## src/rtl/stc_pkg.sv

```systemverilog
// Shared types, character constants and keyword texts of the script type classifier.
package stc_pkg;

  // Default limit on the trimmed attribute length.
  localparam int unsigned STC_MAX_LEN = 128;

  // Widest keyword held in a chain of match cells.
  localparam int unsigned STC_TEXT_CHARS = 16;

  // Keyword text, right-justified: character i of a text of length L sits at index L-1-i.
  typedef logic [STC_TEXT_CHARS-1:0][7:0] stc_text_t;

  localparam stc_text_t STC_TEXT_JAVASCRIPT = "javascript";
  localparam stc_text_t STC_TEXT_ECMASCRIPT = "ecmascript";
  localparam stc_text_t STC_TEXT_MODULE     = "module";
  localparam stc_text_t STC_TEXT_IMPORTMAP  = "importmap";
  localparam stc_text_t STC_TEXT_SPECRULES  = "speculationrules";

  localparam int unsigned STC_LEN_JAVASCRIPT = 10;
  localparam int unsigned STC_LEN_ECMASCRIPT = 10;
  localparam int unsigned STC_LEN_MODULE     = 6;
  localparam int unsigned STC_LEN_IMPORTMAP  = 9;
  localparam int unsigned STC_LEN_SPECRULES  = 16;

  // ASCII whitespace and case folding.
  localparam logic [7:0] STC_CHAR_TAB   = 8'h09;
  localparam logic [7:0] STC_CHAR_LF    = 8'h0A;
  localparam logic [7:0] STC_CHAR_FF    = 8'h0C;
  localparam logic [7:0] STC_CHAR_CR    = 8'h0D;
  localparam logic [7:0] STC_CHAR_SPACE = 8'h20;
  localparam logic [7:0] STC_CHAR_UPPER_A = 8'h41;
  localparam logic [7:0] STC_CHAR_UPPER_Z = 8'h5A;
  localparam logic [7:0] STC_CASE_OFFSET  = 8'd32;

  // Result codes.
  typedef enum logic [2:0] {
    STC_CLASS_CLASSIC    = 3'd0,
    STC_CLASS_MODULE     = 3'd1,
    STC_CLASS_IMPORTMAP  = 3'd2,
    STC_CLASS_SPECRULES  = 3'd3,
    STC_CLASS_NONE       = 3'd4
  } stc_class_e;

  // Control shared by every match cell for one accepted byte.
  typedef struct packed {
    logic en;       // a transaction is accepted this cycle
    logic adv;      // the byte is a non-whitespace character
    logic restart;  // inner whitespace came before this character
    logic start;    // a match may begin at this character
    logic flush;    // the attribute ends here
  } stc_cell_ctrl_t;

endpackage

```

## src/rtl/stc_match_cell.sv

```systemverilog
// One match cell: holds whether the keyword prefix ending at this character has matched.
module stc_match_cell #(
  parameter logic [7:0] EXP = 8'h00
) (
  input  logic                  clk_i,
  input  logic                  rst_ni,
  input  stc_pkg::stc_cell_ctrl_t ctrl_i,
  input  logic [7:0]            ch_i,
  input  logic                  prev_i,
  output logic                  match_q_o,
  output logic                  match_d_o
);
  import stc_pkg::*;

  logic match_q;
  logic match_d;

  // The prefix grows by this character when the neighbour matched and the character fits.
  always_comb begin
    match_d = match_q;
    if (ctrl_i.adv) begin
      match_d = prev_i && (ch_i == EXP);
    end
  end

  // State changes only on an accepted transaction and clears when the attribute ends.
  always_ff @(posedge clk_i or negedge rst_ni) begin
    if (!rst_ni) begin
      match_q <= 1'b0;
    end else if (ctrl_i.en) begin
      match_q <= ctrl_i.flush ? 1'b0 : match_d;
    end
  end

  assign match_q_o = match_q;
  assign match_d_o = match_d;

endmodule

```

## src/rtl/stc_keyword_chain.sv

```systemverilog
// A row of match cells that tracks one keyword, each cell feeding its right neighbour.
module stc_keyword_chain #(
  parameter int unsigned        LEN  = stc_pkg::STC_LEN_MODULE,
  parameter stc_pkg::stc_text_t TEXT = stc_pkg::STC_TEXT_MODULE
) (
  input  logic                    clk_i,
  input  logic                    rst_ni,
  input  stc_pkg::stc_cell_ctrl_t ctrl_i,
  input  logic [7:0]              ch_i,
  output logic                    full_o
);
  import stc_pkg::*;

  logic [LEN-1:0] match_q;
  logic [LEN-1:0] match_d;
  logic [LEN-1:0] prev;

  // The first cell may start a match; later cells take their neighbour unless whitespace broke it.
  always_comb begin
    prev[0] = ctrl_i.start;
    for (int i = 1; i < LEN; i++) begin
      prev[i] = match_q[i-1] && !ctrl_i.restart;
    end
  end

  for (genvar g = 0; g < LEN; g++) begin : g_cell
    stc_match_cell #(
      .EXP(TEXT[LEN-1-g])
    ) u_cell (
      .clk_i    (clk_i),
      .rst_ni   (rst_ni),
      .ctrl_i   (ctrl_i),
      .ch_i     (ch_i),
      .prev_i   (prev[g]),
      .match_q_o(match_q[g]),
      .match_d_o(match_d[g])
    );
  end

  // The whole keyword has matched, counting the character taken now.
  assign full_o = match_d[LEN-1];

endmodule

```

## src/rtl/script_type_classifier.sv

```systemverilog
// Top level of the script type classifier: length tracking, keyword chains and result register.
// The class code is valid in the cycle after the transaction that ends the attribute.
// Throughput: one byte per cycle while in_ready_o is high; the keyword cells and the length adder each settle per byte.
// A held result does not block the input while the result register is being taken.
// Reset: rst_ni clears all match cells, counters and the result valid flag at once.
module script_type_classifier #(
  parameter int unsigned MAX_LEN = stc_pkg::STC_MAX_LEN
) (
  input  logic       clk_i,
  input  logic       rst_ni,
  input  logic       in_valid_i,
  output logic       in_ready_o,
  input  logic [7:0] byte_value_i,
  input  logic       is_last_i,
  input  logic       no_bytes_i,
  output logic       out_valid_o,
  input  logic       out_ready_i,
  output logic [2:0] type_class_o
);
  import stc_pkg::*;

  localparam int unsigned LW = $clog2(MAX_LEN + 1);
  localparam logic [LW-1:0] MaxLenW = LW'(MAX_LEN);

  logic           accept;
  logic           is_space;
  logic [7:0]     ch;
  logic           content_q, content_d;
  logic [LW-1:0]  span_q, span_d;
  logic [LW-1:0]  ws_q, ws_d;
  logic [LW:0]    span_sum;
  logic [LW:0]    ws_sum;
  logic           found_q, found_d;
  logic           js_full, es_full, mod_full, imp_full, spec_full;
  logic           out_valid_q;
  stc_class_e     class_q, class_d;
  stc_cell_ctrl_t sub_ctrl, kw_ctrl;

  // The result register frees the input whenever it is empty or being taken.
  assign in_ready_o = !out_valid_q || out_ready_i;
  assign accept     = in_valid_i && in_ready_o;

  // Whitespace test and folding of upper-case letters only.
  always_comb begin
    is_space = byte_value_i inside {STC_CHAR_TAB, STC_CHAR_LF, STC_CHAR_FF, STC_CHAR_CR,
                                    STC_CHAR_SPACE};
    ch = byte_value_i;
    if (byte_value_i inside {[STC_CHAR_UPPER_A:STC_CHAR_UPPER_Z]}) begin
      ch = byte_value_i + STC_CASE_OFFSET;
    end
  end

  // Cell control: substring chains may start anywhere, exact chains only at the first character.
  always_comb begin
    sub_ctrl.en      = accept;
    sub_ctrl.adv     = !no_bytes_i && !is_space;
    sub_ctrl.restart = content_q && (ws_q != '0);
    sub_ctrl.start   = 1'b1;
    sub_ctrl.flush   = is_last_i || no_bytes_i;
    kw_ctrl          = sub_ctrl;
    kw_ctrl.start    = !content_q;
  end

  stc_keyword_chain #(.LEN(STC_LEN_JAVASCRIPT), .TEXT(STC_TEXT_JAVASCRIPT)) u_js (
    .clk_i(clk_i), .rst_ni(rst_ni), .ctrl_i(sub_ctrl), .ch_i(ch), .full_o(js_full)
  );
  stc_keyword_chain #(.LEN(STC_LEN_ECMASCRIPT), .TEXT(STC_TEXT_ECMASCRIPT)) u_es (
    .clk_i(clk_i), .rst_ni(rst_ni), .ctrl_i(sub_ctrl), .ch_i(ch), .full_o(es_full)
  );
  stc_keyword_chain #(.LEN(STC_LEN_MODULE), .TEXT(STC_TEXT_MODULE)) u_mod (
    .clk_i(clk_i), .rst_ni(rst_ni), .ctrl_i(kw_ctrl), .ch_i(ch), .full_o(mod_full)
  );
  stc_keyword_chain #(.LEN(STC_LEN_IMPORTMAP), .TEXT(STC_TEXT_IMPORTMAP)) u_imp (
    .clk_i(clk_i), .rst_ni(rst_ni), .ctrl_i(kw_ctrl), .ch_i(ch), .full_o(imp_full)
  );
  stc_keyword_chain #(.LEN(STC_LEN_SPECRULES), .TEXT(STC_TEXT_SPECRULES)) u_spec (
    .clk_i(clk_i), .rst_ni(rst_ni), .ctrl_i(kw_ctrl), .ch_i(ch), .full_o(spec_full)
  );

  // Trimmed length and pending whitespace run, both saturating at the limit.
  always_comb begin
    span_sum  = {1'b0, span_q} + {1'b0, ws_q} + (LW+1)'(1);
    ws_sum    = {1'b0, ws_q} + (LW+1)'(1);
    content_d = content_q;
    span_d    = span_q;
    ws_d      = ws_q;
    found_d   = found_q || js_full || es_full;
    if (is_space) begin
      if (content_q) begin
        ws_d = (ws_sum > {1'b0, MaxLenW}) ? MaxLenW : ws_sum[LW-1:0];
      end
    end else begin
      content_d = 1'b1;
      span_d    = (span_sum > {1'b0, MaxLenW}) ? MaxLenW : span_sum[LW-1:0];
      ws_d      = '0;
    end
  end

  // Class of the attribute as it stands after this byte.
  always_comb begin
    if (no_bytes_i || !content_d) begin
      class_d = STC_CLASS_CLASSIC;
    end else if (span_d >= MaxLenW) begin
      class_d = STC_CLASS_NONE;
    end else if (found_d) begin
      class_d = STC_CLASS_CLASSIC;
    end else if (mod_full) begin
      class_d = STC_CLASS_MODULE;
    end else if (imp_full) begin
      class_d = STC_CLASS_IMPORTMAP;
    end else if (spec_full) begin
      class_d = STC_CLASS_SPECRULES;
    end else begin
      class_d = STC_CLASS_NONE;
    end
  end

  // Attribute state: updated per accepted transaction, cleared when the attribute ends.
  always_ff @(posedge clk_i or negedge rst_ni) begin
    if (!rst_ni) begin
      content_q <= 1'b0;
      span_q    <= '0;
      ws_q      <= '0;
      found_q   <= 1'b0;
    end else if (accept) begin
      if (is_last_i || no_bytes_i) begin
        content_q <= 1'b0;
        span_q    <= '0;
        ws_q      <= '0;
        found_q   <= 1'b0;
      end else begin
        content_q <= content_d;
        span_q    <= span_d;
        ws_q      <= ws_d;
        found_q   <= found_d;
      end
    end
  end

  // Result register.
  always_ff @(posedge clk_i or negedge rst_ni) begin
    if (!rst_ni) begin
      out_valid_q <= 1'b0;
    end else if (accept && (is_last_i || no_bytes_i)) begin
      out_valid_q <= 1'b1;
    end else if (out_ready_i) begin
      out_valid_q <= 1'b0;
    end
  end

  always_ff @(posedge clk_i) begin
    if (accept && (is_last_i || no_bytes_i)) begin
      class_q <= class_d;
    end
  end

  assign out_valid_o  = out_valid_q;
  assign type_class_o = class_q;

`ifndef NO_ASSERTIONS
  // An absent attribute gives classic in the next cycle.
  a_no_bytes_classic: assert property (@(posedge clk_i) disable iff (!rst_ni)
    accept && no_bytes_i |=> out_valid_o && (type_class_o == STC_CLASS_CLASSIC))
    else $error("absent attribute did not give classic");

  // The byte that ends an attribute always produces a result.
  a_last_gives_result: assert property (@(posedge clk_i) disable iff (!rst_ni)
    accept && is_last_i |=> out_valid_o)
    else $error("last byte gave no result");

  // Attribute state is clear after the attribute ends.
  a_state_cleared: assert property (@(posedge clk_i) disable iff (!rst_ni)
    accept && (is_last_i || no_bytes_i) |=> !content_q && (span_q == '0) && !found_q)
    else $error("state not cleared after attribute end");

  // A pending result never carries a code outside the defined classes.
  a_class_range: assert property (@(posedge clk_i) disable iff (!rst_ni)
    out_valid_o |-> (type_class_o <= STC_CLASS_NONE))
    else $error("result code out of range");
`endif

endmodule

```

## config.mk

```make
export PLATFORM = sky130hd
export DESIGN_NAME = script_type_classifier
export DESIGN_NICKNAME = d
export VERILOG_FILES = /design/src/rtl/stc_pkg.sv /design/src/rtl/stc_match_cell.sv /design/src/rtl/stc_keyword_chain.sv /design/src/rtl/script_type_classifier.sv
export SDC_FILE = /design/constraint.sdc
export NUM_CORES = 1
export LEC_CHECK = 0
export BUFFER_PORTS_ARGS = -buffer_cell sky130_fd_sc_hd__buf_2
export CAP_MARGIN = 20
export CORE_ASPECT_RATIO = 0.75
export CORE_MARGIN = 2
export CORE_UTILIZATION = 45
export DETAILED_ROUTE_END_ITERATION = 12
export PLACE_DENSITY = 0.66
export REMOVE_ABC_BUFFERS = 1
export SLEW_MARGIN = 20
export SYNTH_ARGS = -nofsm -noshare
export SYNTH_HDL_FRONTEND = slang
export SYNTH_SLANG_ARGS = --single-unit
```

## constraint.sdc

```tcl
create_clock -name clk_i -period 3.19 [get_ports clk_i]
set_input_delay 0.4785 -clock clk_i [delete_from_list [all_inputs] [get_ports clk_i]]
set_output_delay 0.4785 -clock clk_i [all_outputs]
set_load 0.02 [all_outputs]
```

==> out/results.txt <==
Final period util = 0.8264
final setup TNS = 0 ns
# Post-CTS Setup Buffers = 0
number of buffers added on ports = 18
Avg Vias per Cell = 6.242
Syn Area/Cell = 10.68 um^2
Rows = 29
Congestion Overflow GR = 0
clock buffer depth = 2
Async S/R FF share, synth = 0.9589
Critical Path Fanout Max = 8
worst path cell trace = inv_1 -> ha_1 -> fa_1 -> nor2b_1 -> o31a_1 -> o221a_2 -> nor4b_2 -> nand2_1 -> o31ai_1
worst vdd ir = 0.2192 mV
Max Clock Skew = 0.009011 ns
Cells after DPL = 486
Die Wd = 111.6 um
All-Layer GR Usage = 0.2140
Synth Instances = 366
residual DRC count = 0
Worst Tran Pin Value = 0.8907 ns
Final ANT Viol Nets = 0
Pre-antenna DRT Iters = 5
status = finished clean
Hold Crit Class = primary input to async pin
Chip Height = 84.70 um
Area Overhead vs Synth = 13.64%
initial drt markers = 379
post-cts sizing count = 0
die footprint = 9453 um^2
P per Cell Area = 498.7 nW/um^2
first-pass GRT wire length = 15,820 um
Root Buffer = clkbuf_16
IO Pins = 19
H-tree levels = 3
CTS tree = yes
routed wire length = 9533 um
Placed Area = 4129 um^2
final core occ = 0.5252
fmax = 379.3 MHz
CP Data Required Time = 3.43 ns
dominant synthesized flop cell = dfrtp_1
Layout Cells excl Fill = 501
endpoints failing hold = 0
HPWL after DPL = 6754 um
post-synth cell types = 63
share of layout cells above drive strength 1 = 0.1654
fin. max-slew vios = 0
Seq/Total Area, Yosys = 0.4713
Leak Pwr = 1.919 nW
Hold-fix buffers, CTS = 0
routed len/inst = 19.03 um
Post-synth EDFFs = 3
RePlAce Congestion = 0.8793
Max-cap violations = 0
Post-Synthesis Cell Area = 3907 um^2
minimum clock period = 2.636 ns
Yosys reg bits = 73
initial antenna violation count = 0
unrepaired setup endpoints after global routing = no
Ant. Diodes = 0
Final Net Count = 416
Critical Path AT = 2.88 ns
Ys Warns = 0
Starting Density = 0.4622
Num CTS Buffers = 9
Setup CP Type = flip-flop to flip-flop
Setup crit start kind = flip-flop
largest net degree at the start of global routing = 44
final instance area = 4441 um^2
slowest CP cell = nor4b_2
via count = 3,127
core area = 8454 um^2
# clock sinks = 73
CP peak stage delay = 0.51 ns
Max transition margin = 0.4062
CP Capture Type = flip-flop
vias in the first global route = 3,004
CTS clk-pin slew, worst paths = 0.06 ns
worst skew pair latency = 0.33 ns
Finish-stage setup viols = 0
## layout make-up
type,instances,area [um^2]
fill,753,4014
clock inverter,3,65.06
inverter,15,56.30
tap,108,135.1
multi-input combinational,262,1931
clock buffer,12,246.5
timing repair buffer,28,165.2
sequential,73,1842
## metrics by stage
step	power, mW	setup WS, ns	hold WS [ns]
2_1_floorplan	1.067	0.4599	0.1829
3_3_place_gp	1.147	0.5959	0.4548
3_5_place_dp	1.151	0.5724	0.4662
4_1_cts	2.225	0.5625	0.3041
5_1_grt	2.297	0.3415	0.3200
6_report	2.215	0.5537	0.2660
## routing by layer
metal  vias up  wire length (um)  global-route usage
met5         -                 0                   0
met1      1569              4727              0.3224
met4         0               120             0.06734
li1       1445                 -                   -
met2       104              4028              0.3060
met3         9               657             0.04982
## sequential cells by signal, summed over array words and instances (netlist names)
signal                          flops
content_q                           1
u_spec.g_cell.u_cell.match_q_o     16
type_class_o                        3
u_imp.g_cell.u_cell.match_q_o       9
u_js.g_cell.u_cell.match_q_o       10
out_valid_o                         1
ws_q                                8
span_q                              8
found_q                             1
u_mod.g_cell.u_cell.match_q_o       6
u_es.g_cell.u_cell.match_q_o       10
## layout by cell type (no fill, tap or decap), drive strengths merged, types with 9 or more instances in the layout
master  Yosys  final
clkbuf      4     12
o21ai      17     17
ha         12     12
a32o       25     25
nor3        9      9
buf        12     28
nand2b     10     10
dfrtp      70     70
nor2       28     28
a22o       22     22
inv        15     15
nand2      40     40
## Yosys cell counts, drive strengths merged, types with 3 or more instances
cell / n / area, um^2
a22o: 22 / 192.7
edfxtp: 3 / 90.09
nor2: 28 / 107.6
or3: 3 / 18.77
nor2b: 6 / 37.54
o21ai: 17 / 85.08
o21a: 4 / 30.03
nand4: 7 / 43.79
nor4: 5 / 52.55
ha: 12 / 150.1
o31ai: 4 / 40.03
buf: 12 / 62.56
dfrtp: 70 / 1752
nand2b: 10 / 70.06
nor4b: 3 / 53.80
or4: 3 / 26.27
inv: 15 / 56.30
nand3: 5 / 25.02
nor3: 9 / 56.31
clkbuf: 4 / 16.26
o311ai: 4 / 35.03
a21oi: 8 / 43.79
and4bb: 3 / 37.53
and2: 4 / 25.02
o211ai: 8 / 60.06
xnor2: 3 / 26.28
a32o: 25 / 250.2
o41ai: 3 / 26.28
nand2: 40 / 152.6
## logic make-up after synthesis
family,count (synthesis),synth area share
flops,73,0.4713
simple gates,129,0.1905
mux,4,0.01089
fa+ha+maj,13,0.04355
xor+xnor,4,0.008967
buf+inv,31,0.03458
compound gates,112,0.2402
## worst max-delay path: cells and delay by family (launching register included)
family | cells | cell delay, ns
fa+ha+maj | 2 | 0.41
simple gates | 3 | 0.77
compound gates | 3 | 0.79
flops | 1 | 0.46
buf+inv | 1 | 0.12
## path summary, 6_finish.rpt
path | depth (start not counted) | to | from | slack, ns
min in group clk_i | 2 | u_js.g_cell[2].u_cell.match_q_o | u_js.g_cell[2].u_cell.match_q_o | 0.47
max reg2reg | 9 | span_q[3] | ws_q[0] | 0.55
max in group asynchronous | 2 | u_es.g_cell[8].u_cell.match_q_o | rst_ni | 2.13
min reg2reg | 2 | u_js.g_cell[2].u_cell.match_q_o | u_js.g_cell[2].u_cell.match_q_o | 0.47
max | 9 | span_q[3] | ws_q[0] | 0.55
min | 1 | span_q[3] | rst_ni | 0.27
## power breakdown
group          internal (mW)  leakage, nW  switching (mW)  total (mW)
logic                 0.0532        0.765           0.125       0.179
clock network          0.701        0.153           0.378        1.08
registers              0.943         1.00          0.0138       0.957
total                   1.70         1.92           0.517        2.21
Power figures use the tool's default switching activity.
